`config.mk`:
```
export PLATFORM = sky130hd
export DESIGN_NAME = trz_ctrl
export DESIGN_NICKNAME = d
export VERILOG_FILES = /design/src/rtl/trz_pkg.sv /design/src/rtl/trz_ctrl.sv
export SDC_FILE = /design/constraint.sdc
export NUM_CORES = 1
export LEC_CHECK = 0
export ABC_AREA = 1
export BUFFER_PORTS_ARGS = -buffer_cell sky130_fd_sc_hd__buf_2
export CORE_MARGIN = 2
export CORE_UTILIZATION = 45
export DETAILED_ROUTE_END_ITERATION = 8
export PLACE_DENSITY_LB_ADDON = 0.3
export SYNTH_ARGS = -nofsm -noshare
export SYNTH_HDL_FRONTEND = slang
export SYNTH_SLANG_ARGS = --single-unit
```
`constraint.sdc`:
```
create_clock -name clk -period 1.52 [get_ports clk]
set_input_delay 0 -clock clk [delete_from_list [all_inputs] [get_ports clk]]
set_output_delay 0 -clock clk [all_outputs]
set_load 0.02 [all_outputs]
```
`src/rtl/trz_pkg.sv`:
```
package trz_pkg;

  localparam int DEPTH_BITS = 24;
  localparam int COUNT_BITS = 17;
  localparam int CFG_INDEX_BITS = 1;
  localparam int CFG_DATA_BITS = 9;

  localparam logic [7:0] CLEAR_COLOUR = 8'd138;

  localparam logic [1:0] MODE_CLEAR = 2'd0;
  localparam logic [1:0] MODE_DRAW  = 2'd1;
  localparam logic [1:0] MODE_READ  = 2'd2;
  localparam logic [1:0] MODE_NONE  = 2'd3;

  localparam logic [CFG_INDEX_BITS-1:0] REG_FRAME_WIDTH  = 1'b0;
  localparam logic [CFG_INDEX_BITS-1:0] REG_FRAME_HEIGHT = 1'b1;

  // setup sequence through the shared multiplier
  localparam logic [4:0] STEP_EDGE = 5'd0;
  localparam logic [4:0] STEP_TX   = 5'd6;
  localparam logic [4:0] STEP_TY   = 5'd9;
  localparam logic [4:0] STEP_S    = 5'd12;
  localparam logic [4:0] STEP_END  = 5'd18;

  typedef struct packed {
    logic [1:0]            mode;
    logic signed [15:0]    vertex_a_x;
    logic signed [15:0]    vertex_a_y;
    logic [DEPTH_BITS-1:0] vertex_a_depth;
    logic signed [15:0]    vertex_b_x;
    logic signed [15:0]    vertex_b_y;
    logic [DEPTH_BITS-1:0] vertex_b_depth;
    logic signed [15:0]    vertex_c_x;
    logic signed [15:0]    vertex_c_y;
    logic [DEPTH_BITS-1:0] vertex_c_depth;
    logic [7:0]            fill_colour;
    logic [15:0]           read_index;
  } trz_req_t;

  typedef struct packed {
    logic [7:0]            read_colour;
    logic [DEPTH_BITS-1:0] read_depth;
    logic [COUNT_BITS-1:0] pixels_written;
    logic                  triangle_skipped;
  } trz_rsp_t;

  typedef struct packed {
    logic       load;
    logic       clr_start;
    logic       clr_write;
    logic       mul_valid;
    logic [4:0] mul_idx;
    logic       flip;
    logic       walk_init;
    logic       advance;
    logic       div_start;
    logic       div_step;
    logic       write_test;
    logic       set_skip;
    logic       read_issue;
    logic       read_capture;
    logic       out_load;
  } trz_cmd_t;

  typedef struct packed {
    logic [1:0] mode;
    logic       box_empty;
    logic       area_zero;
    logic       covered;
    logic       last_x;
    logic       last_y;
    logic       clr_last;
    logic       out_busy;
  } trz_status_t;

endpackage

```
`src/rtl/trz_ctrl.sv`:
```
module trz_ctrl (
  input  logic                 clk,
  input  logic                 rst,
  input  logic                 req_valid,
  output logic                 req_stall,
  input  trz_pkg::trz_status_t stat,
  output trz_pkg::trz_cmd_t    cmd
);

  typedef enum logic [11:0] {
    ST_CLEAR    = 12'b000000000001,
    ST_IDLE     = 12'b000000000010,
    ST_DISPATCH = 12'b000000000100,
    ST_SETUP    = 12'b000000001000,
    ST_FLIP     = 12'b000000010000,
    ST_WALK     = 12'b000000100000,
    ST_PIX      = 12'b000001000000,
    ST_DIV      = 12'b000010000000,
    ST_WRITE    = 12'b000100000000,
    ST_READ     = 12'b001000000000,
    ST_RWAIT    = 12'b010000000000,
    ST_FINISH   = 12'b100000000000
  } state_t;

  state_t     state, state_next;
  logic [4:0] cnt, cnt_next;
  logic       clr_reply, clr_reply_next;

  assign req_stall = (state != ST_IDLE);

  always_comb begin
    cmd            = '0;
    state_next     = state;
    cnt_next       = cnt;
    clr_reply_next = clr_reply;
    case (state)
      ST_CLEAR: begin
        cmd.clr_write = 1'b1;
        if (stat.clr_last) begin
          state_next = clr_reply ? ST_FINISH : ST_IDLE;
        end
      end
      ST_IDLE: begin
        if (req_valid) begin
          cmd.load   = 1'b1;
          state_next = ST_DISPATCH;
        end
      end
      ST_DISPATCH: begin
        case (stat.mode)
          trz_pkg::MODE_CLEAR: begin
            cmd.clr_start  = 1'b1;
            clr_reply_next = 1'b1;
            state_next     = ST_CLEAR;
          end
          trz_pkg::MODE_DRAW: begin
            cnt_next   = trz_pkg::STEP_EDGE;
            state_next = stat.box_empty ? ST_FINISH : ST_SETUP;
          end
          trz_pkg::MODE_READ: state_next = ST_READ;
          default:            state_next = ST_FINISH;
        endcase
      end
      ST_SETUP: begin
        if (cnt != trz_pkg::STEP_END) begin
          cmd.mul_valid = 1'b1;
          cmd.mul_idx   = cnt;
          cnt_next      = cnt + 5'd1;
        end else begin
          state_next = ST_FLIP;
        end
      end
      ST_FLIP: begin
        cmd.flip   = 1'b1;
        state_next = ST_WALK;
      end
      ST_WALK: begin
        if (stat.area_zero) begin
          cmd.set_skip = 1'b1;
          state_next   = ST_FINISH;
        end else begin
          cmd.walk_init = 1'b1;
          state_next    = ST_PIX;
        end
      end
      ST_PIX: begin
        if (stat.covered) begin
          cmd.div_start = 1'b1;
          cnt_next      = 5'd0;
          state_next    = ST_DIV;
        end else begin
          cmd.advance = 1'b1;
          if (stat.last_x && stat.last_y) begin
            state_next = ST_FINISH;
          end
        end
      end
      ST_DIV: begin
        cmd.div_step = 1'b1;
        cnt_next     = cnt + 5'd1;
        if (cnt == 5'(trz_pkg::DEPTH_BITS - 1)) begin
          state_next = ST_WRITE;
        end
      end
      ST_WRITE: begin
        cmd.write_test = 1'b1;
        cmd.advance    = 1'b1;
        state_next     = (stat.last_x && stat.last_y) ? ST_FINISH : ST_PIX;
      end
      ST_READ: begin
        cmd.read_issue = 1'b1;
        state_next     = ST_RWAIT;
      end
      ST_RWAIT: begin
        cmd.read_capture = 1'b1;
        state_next       = ST_FINISH;
      end
      ST_FINISH: begin
        if (!stat.out_busy) begin
          cmd.out_load   = 1'b1;
          clr_reply_next = 1'b0;
          state_next     = ST_IDLE;
        end
      end
      default: state_next = ST_IDLE;
    endcase
  end

  always_ff @(posedge clk) begin
    if (rst) begin
      state     <= ST_CLEAR;
      cnt       <= 5'd0;
      clr_reply <= 1'b0;
    end else begin
      state     <= state_next;
      cnt       <= cnt_next;
      clr_reply <= clr_reply_next;
    end
  end

endmodule

```
Word level (Yosys, flattened, before mapping)
Index checks and enable logic that the tools add are counted.

$add $sub $neg: 1. Equality and inequality tests: 27. Muxes and demuxes: 42. Reduce and logical (&&, ||, !) cells: 7.

Operators by type and width (number): $pmux 12 s12 (1); $mux 12 (11); $pmux 12 s3 (1); $mux 1 (21); $pmux 5 s4 (1); $ne 2x2->1 const B (9); $mux 5 (3); $eq 12x1->1 const B (1); $eq 12x10->1 const B (1); $eq 12x11->1 const B (1); $eq 12x12->1 const B (1); $eq 12x2->1 const B (1); $eq 12x3->1 const B (1); $eq 12x4->1 const B (1); $eq 12x5->1 const B (1); $eq 12x6->1 const B (1); $eq 12x7->1 const B (1); $eq 12x8->1 const B (1); $eq 12x9->1 const B (1); $mux 6 (2); $ne 12x2->1 const B (1); $reduce_and 6->1 (1); $add 5x1->5 const B (1); $eq 5x5->1 const B (1); other kinds (11) (12).

Register bits: 18. Input port bits: 12. Output and inout port bits: 20. Word-level logic and storage cells: 80.

Longest topological paths before layout
Gate-level depths: netlist of the first run.

Depth after elaboration: 4. Gate-level depth with buffers: 11. Gate-level depth less buffers: 11.

Worst setup path before layout of the first run
Ideal clock, no wire load.

Path kind: register to register. Start: register state[4]. End: register clr_reply. Data arrival time: 1.433 ns. Required time: 1.447 ns. Path slack: 0.014 ns. Cell stages (with the launch flop): 8. Path through: dfxtp_1 > nor2_2 > nand2_4 > nor2_8 > nand2_4 > nor3_2 > or2_1 > nor3b_2.

Cells in the longest elaborated chain, start to end: 3. Elaborated cells on any way between the ends: 7. Those cells by class: eq/ne (4); mux (1); reduce/logical (2).

Ends and longest elaborated chain: start, declared (line trz_ctrl.sv:25) `state_t state, state_next;`; start signal, assigned (line trz_ctrl.sv:135) `state <= state_next;`; $eq 12x3->1 or $eq 12x12->1 (tied branches) (line trz_ctrl.sv:36) `case (state)`; $ne 2x2->1 (no source line) or $reduce_bool 2->1 (tied branches); $reduce_and 3->1 (no source line); end signal, assigned (line trz_ctrl.sv:137) `clr_reply <= clr_reply_next;`; end, declared (line trz_ctrl.sv:27) `logic clr_reply, clr_reply_next;`.

Several ways; a longest one is shown, not always the timed one. A chain may end at the register's enable or synchronous reset.

Final worst setup path of the first run
Start: register state[2]. End: register state[1].

Cells in the longest elaborated chain, start to end: 3. Elaborated cells on any way between the ends: 20. Those cells by class: eq/ne (18); mux (1); reduce/logical (1).

Ends and longest elaborated chain (line): $eq 12x7->1 (tied with other cells) (trz_ctrl.sv:36); $ne 3x3->1 (no source line) or $ne 2x2->1 (tied branches); $reduce_and 6->1 (no source line).

Several ways; a longest one is shown, not always the timed one.

==> key figures, run 1 <==
Status
  – Status: finished with violations
  – Failing checks: setup timing

Clock tree
  – Clock buffer depth: 2
  – CTS clk-pin slew, worst paths: around 0.11 ns
  – Num Clock Sinks: 18
  – Total CTS buffers: 3
  – H-tree levels: 1
  – Worst-Skew Late Latency: approximately 0.31 ns
  – TritonCTS clock tree: yes
  – CTS Root Cell: clkbuf_4

Setup path
  – CP Capture Type: register
  – Worst-case reg-to-reg path depth: 11
  – Crit Path Max Fanout: 6
  – Startpoint Class: register
  – WP data required: 1.73 ns
  – Type of the worst setup path: reg2reg
  – Worst R2R Start: state[2]$_SDFFE_PP0P_
  – CP arrival: 1.79 ns
  – Setup slack on the worst flop-to-flop path: -0.06 ns
  – Reg2reg end: state[1]$_SDFFE_PP0P_

Logic synthesis
  – Post-synthesis adder-cell area fraction: 1.62%
  – Synth unique cells: 30
  – Syn avg cell area: 6.01 sq um
  – Syn Inst Count: 257
  – Xor and xnor area share after synthesis: less than 1%
  – Post-synthesis mux area share: 0%
  – Sequential-to-total area share from yosys stat: 23.3%
  – Top cells by area, synth: dfxtp_1, nand2_1, inv_1
  – Yosys warns: 0
  – Cell taking the most area after synthesis: dfxtp_1
  – Mapped Area: 1550 sq um
  – Synth Area in Compound Gates: 5.75%
  – Largest family of logic cells by synthesized area: simple AND/OR/NAND/NOR gates
  – Yosys top cell area share: 23.3%
  – Syn nets: 271
  – Area share of and/or/nand/nor cells after synthesis: a little under three fifths
  – Yosys reg bits: 18

Drt
  – Initial DRC count: roughly 130
  – Residual DRC count: 0
  – Metal2 WL: 2.47 mm
  – Post-DRT Antenna Nets: 0
  – Routed met1 length: between 2 and 2.5 mm
  – Drt wl/cell: approximately 13 um
  – Uppermost layer routed: met4
  – Routed met3 length: approximately 320 um
  – Vias: 1,871
  – Drt total wl: 4.90 mm
  – TritonRoute pass-1 iters: 4
  – Vias per std cell: 5.07

Global routing
  – Total track usage: between 20% and 30%
  – Largest net degree at the start of global routing: 14
  – Initial antenna violation count: 0
  – Grt total ovfl: 0
  – Vias in the first global route: ~1,700
  – First-pass GRT wire length: between 7 and 8 mm

Final layout
  – Area Overhead vs Synth: 50.6%
  – Most frequent cells in the layout: nand2_1, inv_1, buf_4, nor2_1, nand3_1
  – Layout cell share with drive strength beyond 1: 46.1%
  – Multi-input logic area: 1190 sq um
  – Commonest non-fill, non-tap cell in the layout: nand2_1
  – Layout net count: 338
  – Ant diodes: 0
  – Fin cells: 369
  – Filler cell count: 286
  – Register area: about 390 sq um
  – Design area: 2330 sq um

Floorplanning
  – Die width: 62.6 um
  – Starting Density: between 40% and 50%
  – Core area: 3310 sq um
  – IO Count: 32
  – Chip height: 62.6 um
  – Row count: 21
  – Die Area: approximately 3900 sq um

Timing
  – Tmin final: 1.58 ns
  – Setup ws final: -0.0550 ns
  – RSZ-0062 raised after global routing: true
  – Rel. slew slack: between 70% and 80%
  – FMAX: between 0.6 and 0.7 GHz
  – Least-Margin Pin Slew: between 0.3 and 0.4 ns
  – Worst hold slack: between 0.01 and 0.015 ns
  – Setup-failing EPs final: 21
  – Fin crit share: 104%
  – Final hold violation count: 0
  – Clock Skews: roughly 0.009 ns
  – Final slew viol count: 0

Power and ir drop
  – Peak supply drop: 0.370 mV
  – Leakage dissipation: roughly 1.2 nW
  – Total Power: about 1.1 mW
  – Pwr/cell area: 461 nW/um^2

Min path
  – Hold Path Origin: stat[6]
  – Hold Crit Class: in2reg
  – Hold Crit Endpoint: state[3]$_SDFFE_PP0P_
  – Hold depth: 3

Placement
  – Dpl cell area: 1890 sq um
  – Buffers on Ports: 31
  – Placed instance count: 351
  – Final Wtd Congestion: between 1 and 1.5
  – Dpl hpwl: 3.31 mm
  – Pre-CTS setup slack: -0.113 ns

Run
  – Max Cap Viol: 0
==> final cells by class <==
class | instances | share of cell area, %
multi-input cells | 187 | 51.0
repair buffers | 64 | 20.1
flip-flops and latches | 18 | 16.8
inverters | 50 | 8.06
well taps | 46 | 2.47
clock buffers | 4 | 1.56
==> cells in the mapped netlist <==
library cell	number
a21oi_1	6
buf_1	1
buf_6	1
dfxtp_1	18
ha_1	2
inv_1	45
inv_2	5
nand2_1	51
nand2_2	4
nand2_4	6
nand3_1	33
nand3_2	1
nand3b_1	3
nand4_1	5
nor2_1	44
nor2_2	4
nor2_4	5
nor2_8	1
nor3_1	7
nor3_2	2
nor3b_2	1
nor4_1	1
o21a_1	2
o21ai_0	2
o21ai_1	2
o21bai_1	1
o221ai_1	1
o31ai_1	1
or2_1	1
xor2_1	1
==> metal layers <==
metal | vias to the layer above | track usage, %
met5 | - | 0
met4 | 0 | 8.61
met3 | 9 | 3.24
met2 | 77 | 41.5
met1 | 846 | 29.0
li1 | 939 | -
==> critical path, cell delays in order (launching register included) <==
cell     delay, ns
dfxtp_4       0.37
nor2_4        0.17
nand2_4       0.11
nor2_4        0.20
nand2_2       0.09
buf_4         0.14
nand2_1       0.05
nor2_1        0.04
nand3_1       0.10
nand2_2       0.07
nor2_1        0.09
nor2_1        0.04
==> worst max-delay path by stage <==
| stage | from | to | slack, ns | cells after the start |
|---|---|---|---|---|
| 2_1_floorplan | state[4]$_SDFFE_PP0P_ | clr_reply$_SDFFE_PP0P_ | 0.01 | 7 |
| 3_3_place_gp | cnt[0]$_SDFFE_PP0P_ | state[1]$_SDFFE_PP0P_ | -0.03 | 9 |
| 3_5_place_dp | cnt[0]$_SDFFE_PP0P_ | state[1]$_SDFFE_PP0P_ | -0.11 | 9 |
| 4_1_cts | state[5]$_SDFFE_PP0P_ | cnt[2]$_SDFFE_PP0P_ | -0.02 | 11 |
| 5_1_grt | state[0]$_SDFFE_PP1P_ | cmd[11] | -0.18 | 6 |
| 6_report | state[2]$_SDFFE_PP0P_ | state[1]$_SDFFE_PP0P_ | -0.06 | 11 |
==> through the flow <==
stage / utilization [%] / TNS (ns)
after floorplan: - / 0
after global placement: 57.0 / -0.0616
after detailed placement: 57.0 / -0.230
after CTS: 62.7 / -0.110
after global routing: 70.3 / -2.88
final: 70.3 / -0.408
==> cells by family after synthesis <==
logic type | Yosys count
AOI/OAI and AO/OA | 15
xor gates and xnor gates | 1
adders and majority gates | 2
buffers and inverters | 52
DFF | 18
and+or+nand+nor | 169
==> power breakdown <==
group / internal [mW] / switching (mW) / leakage, nW
clock: 0.146 / 0.159 / 0.0210
sequential: 0.477 / 0.0167 / 0.153
combinational: 0.0969 / 0.176 / 1.01
==> repair_timing <==
action / in CTS / in global routing
buffers inserted: 8 / 6
gates resized for setup: 31 / 64
hold endpoints to repair: 1 / 0
endpoints found under the setup margin: 19 / 29
pin swaps: 10 / 23
hold buffers: 2 / 0
==> registers in the layout, summed over array words and instances, names as in the netlist <==
register,flops
state,12
clr_reply,1
cnt,5
Power figures use the tool's default switching activity.
==> run 2: changes to the inputs <==
- ABC_AREA: 1 -> unset
==> key figures, run 2 <==
Floorplanning
  – IO Count: 32 (unchanged)
  – Die width: 60.1 um (was 62.6 um)
  – Starting Density: 46.7% (about the same)
  – Chip height: 60.1 um (was 62.6 um)
  – Row count: 20 (was 21)

Status
  – Failed at: 5_1_grt
  – Status: stopped before the end (was finished with violations)
  – First Err: [ERROR DPL-0033] detailed placement checks failed during check placement.

Logic synthesis
  – Yosys warns: 0 (unchanged)
  – Largest family of logic cells by synthesized area: simple AND/OR/NAND/NOR gates (unchanged)
  – Post-synthesis mux area share: 0% (unchanged)
  – Syn avg cell area: 7.95 sq um (was 6.01 sq um)
  – Xor and xnor area share after synthesis: 1.24% (was 0.567%)
  – Top-count cell post-synth: dfxtp_1 (was nand2_1)
  – Syn Inst Count: 178 (was 257)
  – Synth Area in Compound Gates: 16.4% (was 5.75%)
  – Top_reg_cell synth: dfxtp_1 (unchanged)
  – Yosys reg bits: 18 (unchanged)
  – Share of synthesized flip-flops with an asynchronous set or reset: 0% (unchanged)
  – Sequential-to-total area share from yosys stat: 25.5% (was 23.3%)
  – Post-synth EDFFs: 0 (unchanged)
  – Mapped Area: 1420 sq um (was 1550 sq um)
  – Cell taking the most area after synthesis: dfxtp_1 (unchanged)
  – Yosys top cell area share: 25.5% (was 23.3%)
  – Most frequent cells after synthesis: dfxtp_1, nor2_1, nor2b_1, nor3_1, o21ai_0 (was nand2_1, inv_1, nor2_1)
  – Area share of and/or/nand/nor cells after synthesis: 48.7% (was 55.6%)
  – Syn nets: 192 (was 271)
  – Post-synthesis adder-cell area fraction: 1.77% (was 1.62%)
  – Top cells by area, synth: dfxtp_1, nor2b_1, nor3_1 (was dfxtp_1, nand2_1, inv_1)
  – Synth unique cells: 48 (was 30)

Placement
  – Placed instance count: 296 (was 351)
  – Pre-CTS setup slack: -0.363 ns (was -0.113 ns)
  – Buffers on Ports: 31 (unchanged)
  – Final Wtd Congestion: 0.939 (was 1.02)
  – Dpl hpwl: 3.56 mm (was 3.31 mm)

Clock tree
  – CTS Root Cell: clkbuf_4 (unchanged)
  – H-tree levels: 1 (unchanged)
  – Total CTS buffers: 3 (unchanged)
  – Clock buffer depth: 2 (unchanged)
  – Num Clock Sinks: 18 (unchanged)

Global routing
  – Initial antenna violation count: 0
  – Largest net degree at the start of global routing: 22

Timing
  – Worst EP post-GRT repair: cnt[3]$_SDFFE_PP0P_/D
  – Worst EP kind: register data pin
[run 2: changes by cell type after synthesis, sizes merged, moves of 4 or more]
cell / before / now
nor3: 9 / 13
and3: 0 / 4
nor4: 1 / 9
clkbuf: 0 / 5
nand3: 34 / 8
nor2b: 0 / 13
and2: 0 / 5
inv: 50 / 7
nor2: 54 / 18
nor4b: 0 / 4
o21ai: 4 / 9
nand2b: 0 / 6
nand2: 61 / 8
[run 2: stage by stage]
stage,util [%],instance area (sq um),hold WS (ns)
2_1_floorplan,-,1500,0.0385
3_3_place_gp,67.6,2050,0.283
3_5_place_dp,67.6,2050,0.279
4_1_cts,84.7,2560,0.0245
[run 2: logic make-up after synthesis]
group           after synthesis
compound gates               30
xor+xnor                      2
simple gates                109
fa+ha+maj                     2
flops                        18
buf+inv                      17
[run 2: repair_timing]
action	CTS
hold buffers	2
buffers inserted	24
gates resized for setup	76
pin swaps	21
endpoints found under the hold margin	2
endpoints found under the setup margin	37
==> run 3: changes to the inputs <==
- CORE_UTILIZATION: 45 -> 30
- PLACE_DENSITY_LB_ADDON: 0.3 -> 0.15
- clock period: 1.52 -> 2 ns (I/O delays scaled with it)
==> key figures, run 3 <==
Status
  – Status: complete, no violations (was stopped before the end)

Timing
  – Final slew viol count: 0
  – Worst hold slack: 0.0360 ns
  – Clock Skews: about 0.0064 ns
  – Least-Margin Pin Slew: 0.457 ns
  – FMAX: 0.511 GHz
  – Setup ws final: 0.0448 ns
  – Tmin final: 1.96 ns
  – Rel. slew slack: between 60 and 70%
  – Setup-failing EPs final: 0
  – Fin crit share: 97.8%
  – RSZ-0062 raised after global routing: true
  – Final hold violation count: 0

Drt
  – Vias: 1,490
  – Residual DRC count: 0
  – Drt wl/cell: roughly 15 um
  – Drt total wl: 4.07 mm
  – Vias per std cell: 5.40
  – TritonRoute pass-1 iters: 4
  – Initial DRC count: 75
  – Post-DRT Antenna Nets: 0

Final layout
  – Max reg flops: 12
  – Registers with the most flip-flops: state: 12 flops, cnt: 5 flops, clr_reply: 1 flops
  – Layout net count: 239
  – Most frequent cells in the layout: buf_2, buf_4, nor2_1, dfxtp_1, nor2b_1
  – Ant diodes: 0
  – Design area: around 1900 sq um
  – Fin cells: 276
  – Largest register by flop count: state
  – Area Overhead vs Synth: 31.2%
  – Commonest non-fill, non-tap cell in the layout: buf_2
  – Layout cell share with drive strength beyond 1: 37.1%

Setup path
  – Startpoint Class: register
  – CP arrival: 1.96 ns
  – Worst-case reg-to-reg path depth: 5
  – Type of the worst setup path: reg2out
  – Critical Path Start: state[11]$_SDFFE_PP0P_
  – CP Capture Type: primary output
  – Crit Path Max Fanout: 5
  – Reg2reg end: state[11]$_SDFFE_PP0P_
  – Worst R2R Start: state[6]$_SDFFE_PP0P_
  – Setup slack on the worst flop-to-flop path: 0.06 ns
  – WP data required: 2.00 ns

Min path
  – Hold Crit Class: in2reg
  – Hold Path Origin: stat[6]
  – Hold Crit Endpoint: state[3]$_SDFFE_PP0P_
  – Hold depth: 4

Logic synthesis
  – Yosys top cell area share: 25.5% (unchanged)
  – Share of synthesized flip-flops with an asynchronous set or reset: 0% (unchanged)
  – Top-count cell post-synth: dfxtp_1 (unchanged)
  – Syn nets: 192 (unchanged)
  – Syn Inst Count: 178 (unchanged)
  – Mapped Area: 1420 sq um (unchanged)
  – Cell taking the most area after synthesis: dfxtp_1 (unchanged)
  – Post-synthesis adder-cell area fraction: 1.77% (unchanged)
  – Xor and xnor area share after synthesis: 1.24% (unchanged)
  – Top cells by area, synth: dfxtp_1, nor2b_1, nor3_1 (unchanged)
  – Most frequent cells after synthesis: dfxtp_1, nor2_1, nor2b_1, nor3_1, o21ai_0 (unchanged)
  – Top_reg_cell synth: dfxtp_1 (unchanged)
  – Sequential-to-total area share from yosys stat: 25.5% (unchanged)
  – Post-synthesis mux area share: 0% (unchanged)
  – Syn avg cell area: 7.95 sq um (unchanged)
  – Yosys reg bits: 18 (unchanged)
  – Synth unique cells: 48 (unchanged)
  – Post-synth EDFFs: 0 (unchanged)
  – Area share of and/or/nand/nor cells after synthesis: 48.7% (unchanged)
  – Synth Area in Compound Gates: 16.4% (unchanged)
  – Yosys warns: 0 (unchanged)
  – Largest family of logic cells by synthesized area: simple AND/OR/NAND/NOR gates (unchanged)

Floorplanning
  – Chip height: 72.7 um (was 60.1 um)
  – Starting Density: 31.8% (was 46.7%)
  – Core area: ~4400 sq um
  – Die Area: approximately 5300 sq um
  – IO Count: 32 (unchanged)
  – Die width: 72.7 um (was 60.1 um)
  – Row count: 24 (was 20)

Run
  – Max Cap Viol: 0

Clock tree
  – CTS clk-pin slew, worst paths: ~0.080 ns
  – Worst-Skew Late Latency: between 0.2 and 0.3 ns
  – H-tree levels: 1 (unchanged)
  – Num Clock Sinks: 18 (unchanged)
  – CTS Root Cell: clkbuf_8 (was clkbuf_4)
  – Clock buffer depth: 2 (unchanged)
  – Total CTS buffers: 3 (unchanged)
  – TritonCTS clock tree: yes

Global routing
  – Grt total ovfl: 0
  – Grt met1 use: 23.3%
  – Largest net degree at the start of global routing: 22
  – Met3 Usage GRT: 3.04%
  – Initial antenna violation count: 0
  – First-pass GRT wire length: 6.58 mm
  – Total track usage: 15.9%
  – Vias in the first global route: 1,346
  – GRT busiest layer: met2
  – Met2 GRT Util: 24.2%

Placement
  – Buffers on Ports: 31 (unchanged)
  – Dpl cell area: 1730 sq um (was 2050 sq um)
  – Dpl hpwl: 3.16 mm (was 3.56 mm)
  – Final Wtd Congestion: 0.895 (was 0.939)
  – Placed instance count: 270 (was 296)
  – Pre-CTS setup slack: 0.101 ns (was -0.363 ns)

Power and ir drop
  – Pwr/cell area: 473 nW/um^2
  – Peak supply drop: 0.301 mV
  – Total Power: about 0.88 mW
  – Leakage dissipation: ~0.77 nW
[run 3: cell counts after synthesis]
No cell type changed its count.
[run 3: critical path, stage by stage, from the launching register on]
cell     delay (ns)
dfxtp_2        0.34
or4_4          0.61
nor4b_4        0.30
buf_4          0.18
and2_1         0.14
buf_6          0.12
[run 3: layer usage]
metal | part of all wire (%) | routed length (um)
met4 | 0.64 | 26
met5 | 0 | 0
met1 | 49 | 2000
met2 | 44 | 1800
met3 | 5.8 | 238
[run 3: final cells by class]
type | instances | area [sq um]
Clock buffer | 4 | 55.1
Fill cell | 458 | 2590
Timing Repair Buffer | 52 | 328
Inverter | 7 | 26.3
Sequential cell | 18 | 363
Tap cell | 52 | 65.1
Multi-Input combinational cell | 143 | 1020
[run 3: how the worst max path moves through the flow]
stage                     slack, ns               endpoint  cells past startpoint
after detailed placement       0.10    cnt[3]$_SDFFE_PP0P_                      5
after global routing         -0.008                cmd[10]                      5
final                          0.04                cmd[11]                      5
after global placement          0.1    cnt[3]$_SDFFE_PP0P_                      5
after floorplan               -0.02  state[1]$_SDFFE_PP0P_                      6
after CTS                      0.01                cmd[10]                      5
[run 3: what timing repair did]
action | CTS | global route
gates resized for setup | 2 | 12
hold buffers | 0 | 0
buffers inserted | 1 | 1
pin swaps | 2 | 3
endpoints found under the setup margin | 2 | 10
[run 3: cell families (layout without fill, tap and decap cells)]
| family | count (synthesis) | after routing |
|---|---|---|
| XOR/XNOR | 2 | 2 |
| AO/OA/AOI/OAI | 30 | 30 |
| AND/OR/NAND/NOR | 109 | 109 |
| flip-flops | 18 | 18 |
| adder cells (fa/ha/maj) | 2 | 2 |
| buffers and inverters | 17 | 63 |
[run 3: metrics by stage]
step,util [%],setup TNS (ns)
6_report,41.8,0
3_5_place_dp,38.9,0
5_1_grt,41.8,-0.00836
2_1_floorplan,-,-0.0184
4_1_cts,40.4,0
3_3_place_gp,38.9,0
[run 3: power by group]
group | internal, mW | total [mW] | switching, mW
Clock | 0.175 | 0.312 | 0.137
Combinational | 0.0781 | 0.188 | 0.110
Sequential | 0.366 | 0.378 | 0.0119
Total | 0.620 | 0.878 | 0.258
==> run 4: changes to the inputs <==
- REMOVE_ABC_BUFFERS: unset -> 1
==> key figures, run 4 (synthesis results as in run 3) <==
Clock tree
  – CTS Root Cell: clkbuf_8 (unchanged)
  – H-tree levels: 1 (unchanged)
  – Clock buffer depth: 2 (unchanged)
  – TritonCTS clock tree: yes (unchanged)
  – Num Clock Sinks: 18 (unchanged)
  – CTS clk-pin slew, worst paths: 0.08 ns (about the same)
  – Worst-Skew Late Latency: 0.27 ns (was 0.26 ns)
  – Total CTS buffers: 3 (unchanged)

Power and ir drop
  – Clock share of power: 35.7% (was 35.6%)
  – Pwr/cell area: 467 nW/um^2 (was 473 nW/um^2)
  – Int Power: 0.623 mW (was 0.620 mW)
  – Leakage dissipation: 0.792 nW (was 0.767 nW)
  – Peak supply drop: 0.271 mV (was 0.301 mV)
  – Seq pwr share: 42.8% (was 43.1%)
  – Switch share: 29.6% (was 29.4%)
  – Psw: 0.262 mW (was 0.258 mW)
  – Logic pwr share: 21.5% (was 21.4%)

Placement
  – Dpl cell area: 1730 sq um (about the same)
  – Placed instance count: 272 (was 270)
  – Pre-CTS setup slack: 0.0518 ns (was 0.101 ns)
  – Buffers on Ports: 31 (unchanged)
  – Final Wtd Congestion: 0.841 (was 0.895)
  – Dpl hpwl: 3.29 mm (was 3.16 mm)

Status
  – Status: complete, no violations (unchanged)

Drt
  – Residual DRC count: 0 (unchanged)
  – Drt wl/cell: 14.8 um (about the same)
  – Initial DRC count: 113 (was 75)
  – Post-DRT Antenna Nets: 0 (unchanged)
  – Vias: 1,511 (was 1,490)
  – Drt total wl: 4.17 mm (was 4.07 mm)
  – Vias per std cell: 5.38 (was 5.40)
  – TritonRoute pass-1 iters: 4 (unchanged)

Final layout
  – Commonest non-fill, non-tap cell in the layout: buf_2 (unchanged)
  – Most frequent cells in the layout: buf_2, buf_4, nor2_1, dfxtp_1, nor2b_1 (unchanged)
  – Filler cell count: 482 (was 458)
  – Area Overhead vs Synth: 34.0% (was 31.2%)
  – Fin cells: 281 (was 276)
  – Layout cell share with drive strength beyond 1: 38.4% (was 37.1%)
  – Design area: 1900 sq um (was 1860 sq um)
  – Ant diodes: 0 (unchanged)
  – Multi-input logic area: 1010 sq um (was 1020 sq um)
  – Layout net count: 244 (was 239)
  – Max reg flops: 12 (unchanged)
  – Registers with the most flip-flops: state: 12 flops, cnt: 5 flops, clr_reply: 1 flops (unchanged)
  – Final core area utilization: 42.7% (was 41.8%)
  – Register area: 370 sq um (was 363 sq um)
  – Largest register by flop count: state (unchanged)

Timing
  – Fin crit share: 99.1% (was 97.8%)
  – Worst hold slack: 0.0265 ns (was 0.0360 ns)
  – Least-Margin Pin Slew: 0.462 ns (was 0.457 ns)
  – Clock Skews: 0.00536 ns (was 0.00640 ns)
  – Final hold violation count: 0 (unchanged)
  – Setup-failing EPs final: 0 (unchanged)
  – Tmin final: 1.98 ns (was 1.96 ns)
  – Rel. slew slack: 69.2% (was 68.8%)
  – RSZ-0062 raised after global routing: true (unchanged)
  – Final slew viol count: 0 (unchanged)
  – Setup ws final: 0.0173 ns (was 0.0448 ns)
  – FMAX: 0.504 GHz (was 0.511 GHz)

Min path
  – Hold Crit Class: in2reg (unchanged)

Global routing
  – Largest net degree at the start of global routing: 22 (unchanged)
  – Initial antenna violation count: 0 (unchanged)
  – Grt total ovfl: 0 (unchanged)
  – Vias in the first global route: 1,347 (was 1,346)
  – First-pass GRT wire length: 6.66 mm (was 6.58 mm)
  – Total track usage: 16.0% (was 15.9%)

Setup path
  – Type of the worst setup path: reg2out (unchanged)
  – Reg2reg end: state[1]$_SDFFE_PP0P_ (was state[11]$_SDFFE_PP0P_)
  – Worst-case reg-to-reg path depth: 6 (was 5)
  – Startpoint Class: register (unchanged)
  – Setup slack on the worst flop-to-flop path: 0.04 ns (was 0.06 ns)
  – CP arrival: 1.98 ns (was 1.96 ns)
  – Crit Path Max Fanout: 6 (was 5)
  – Critical Path Start: state[11]$_SDFFE_PP0P_ (unchanged)
  – CP Capture Type: primary output (unchanged)
  – Worst Setup EP: cmd[11] (unchanged)
  – WP data required: 2.00 ns (about the same)
  – Worst R2R Start: state[11]$_SDFFE_PP0P_ (was state[6]$_SDFFE_PP0P_)

Floorplanning
  – Die Area: 5280 sq um (unchanged)
  – IO Count: 32 (unchanged)
  – Core area: 4440 sq um (unchanged)
  – Chip height: 72.7 um (unchanged)
  – Die width: 72.7 um (unchanged)
  – Starting Density: 31.8% (unchanged)
  – Row count: 24 (unchanged)

Run
  – Max Cap Viol: 0 (unchanged)
## run 4: cell count changes in the layout (fill, tap and decap cells not counted), moves of 2 or more
cell,previous run,this run
and2_1,5,3
and2_4,0,2
buf_4,22,25
dfxtp_1,16,14
dfxtp_4,0,2
## run 4: how the worst min path moves through the flow
stage | slack (ns) | to | depth (start not counted) | startpoint
after floorplan | 0.07 | cnt[3]$_SDFFE_PP0P_ | 1 | rst
after global placement | 0.23 | state[9]$_SDFFE_PP0P_ | 2 | stat[7]
after detailed placement | 0.23 | state[9]$_SDFFE_PP0P_ | 2 | stat[7]
after CTS | 0.02 | state[3]$_SDFFE_PP0P_ | 4 | stat[6]
after global routing | 0.04 | state[3]$_SDFFE_PP0P_ | 4 | stat[6]
final | 0.03 | state[3]$_SDFFE_PP0P_ | 4 | stat[6]
## run 4: metal layers
layer	up-vias	wire, um	GRT usage, %
li1	773	-	-
met2	57	1860	24.1
met4	0	16	2.47
met5	-	0	0
met3	2	264	3.59
met1	679	2030	23.7
## run 4: timing repair
action / in CTS / in global routing
endpoints found under the hold margin: 1 / 0
pin swaps: 2 / 7
resized for setup: 6 / 15
setup endpoints to repair: 5 / 9
buffers inserted: 2 / 2
hold buffers: 1 / 0
cloned: 0 / 0
## run 4: worst max-delay path: stages (launching register included)
cell and delay [ns]:
dfxtp_4 0.37, or4_4 0.60, nor4b_4 0.31, buf_4 0.19, and2_4 0.14, buf_6 0.10
## run 4: power groups by stage
stage	Clock (mW)	Combinational [mW]	Sequential, mW
2_1_floorplan	0	0.109	0.387
3_3_place_gp	0	0.187	0.388
3_5_place_dp	0	0.186	0.388
4_1_cts	0.324	0.189	0.378
5_1_grt	0.342	0.209	0.380
6_report	0.316	0.191	0.378
## run 4: area by class of cell
class	instances	area share, %
Clock buffer	4	2.90
Multi-Input combinational cell	143	53.1
Timing Repair Buffer	57	19.6
Inverter	7	1.39
Tap cell	52	3.43
Sequential cell	18	19.5
## run 4: stage by stage
stage	TNS (ns)	power (mW)
floorplan	-0.147	0.496
global placement	0	0.575
detailed placement	0	0.574
CTS	0	0.891
global route	-0.137	0.930
finish	0	0.885
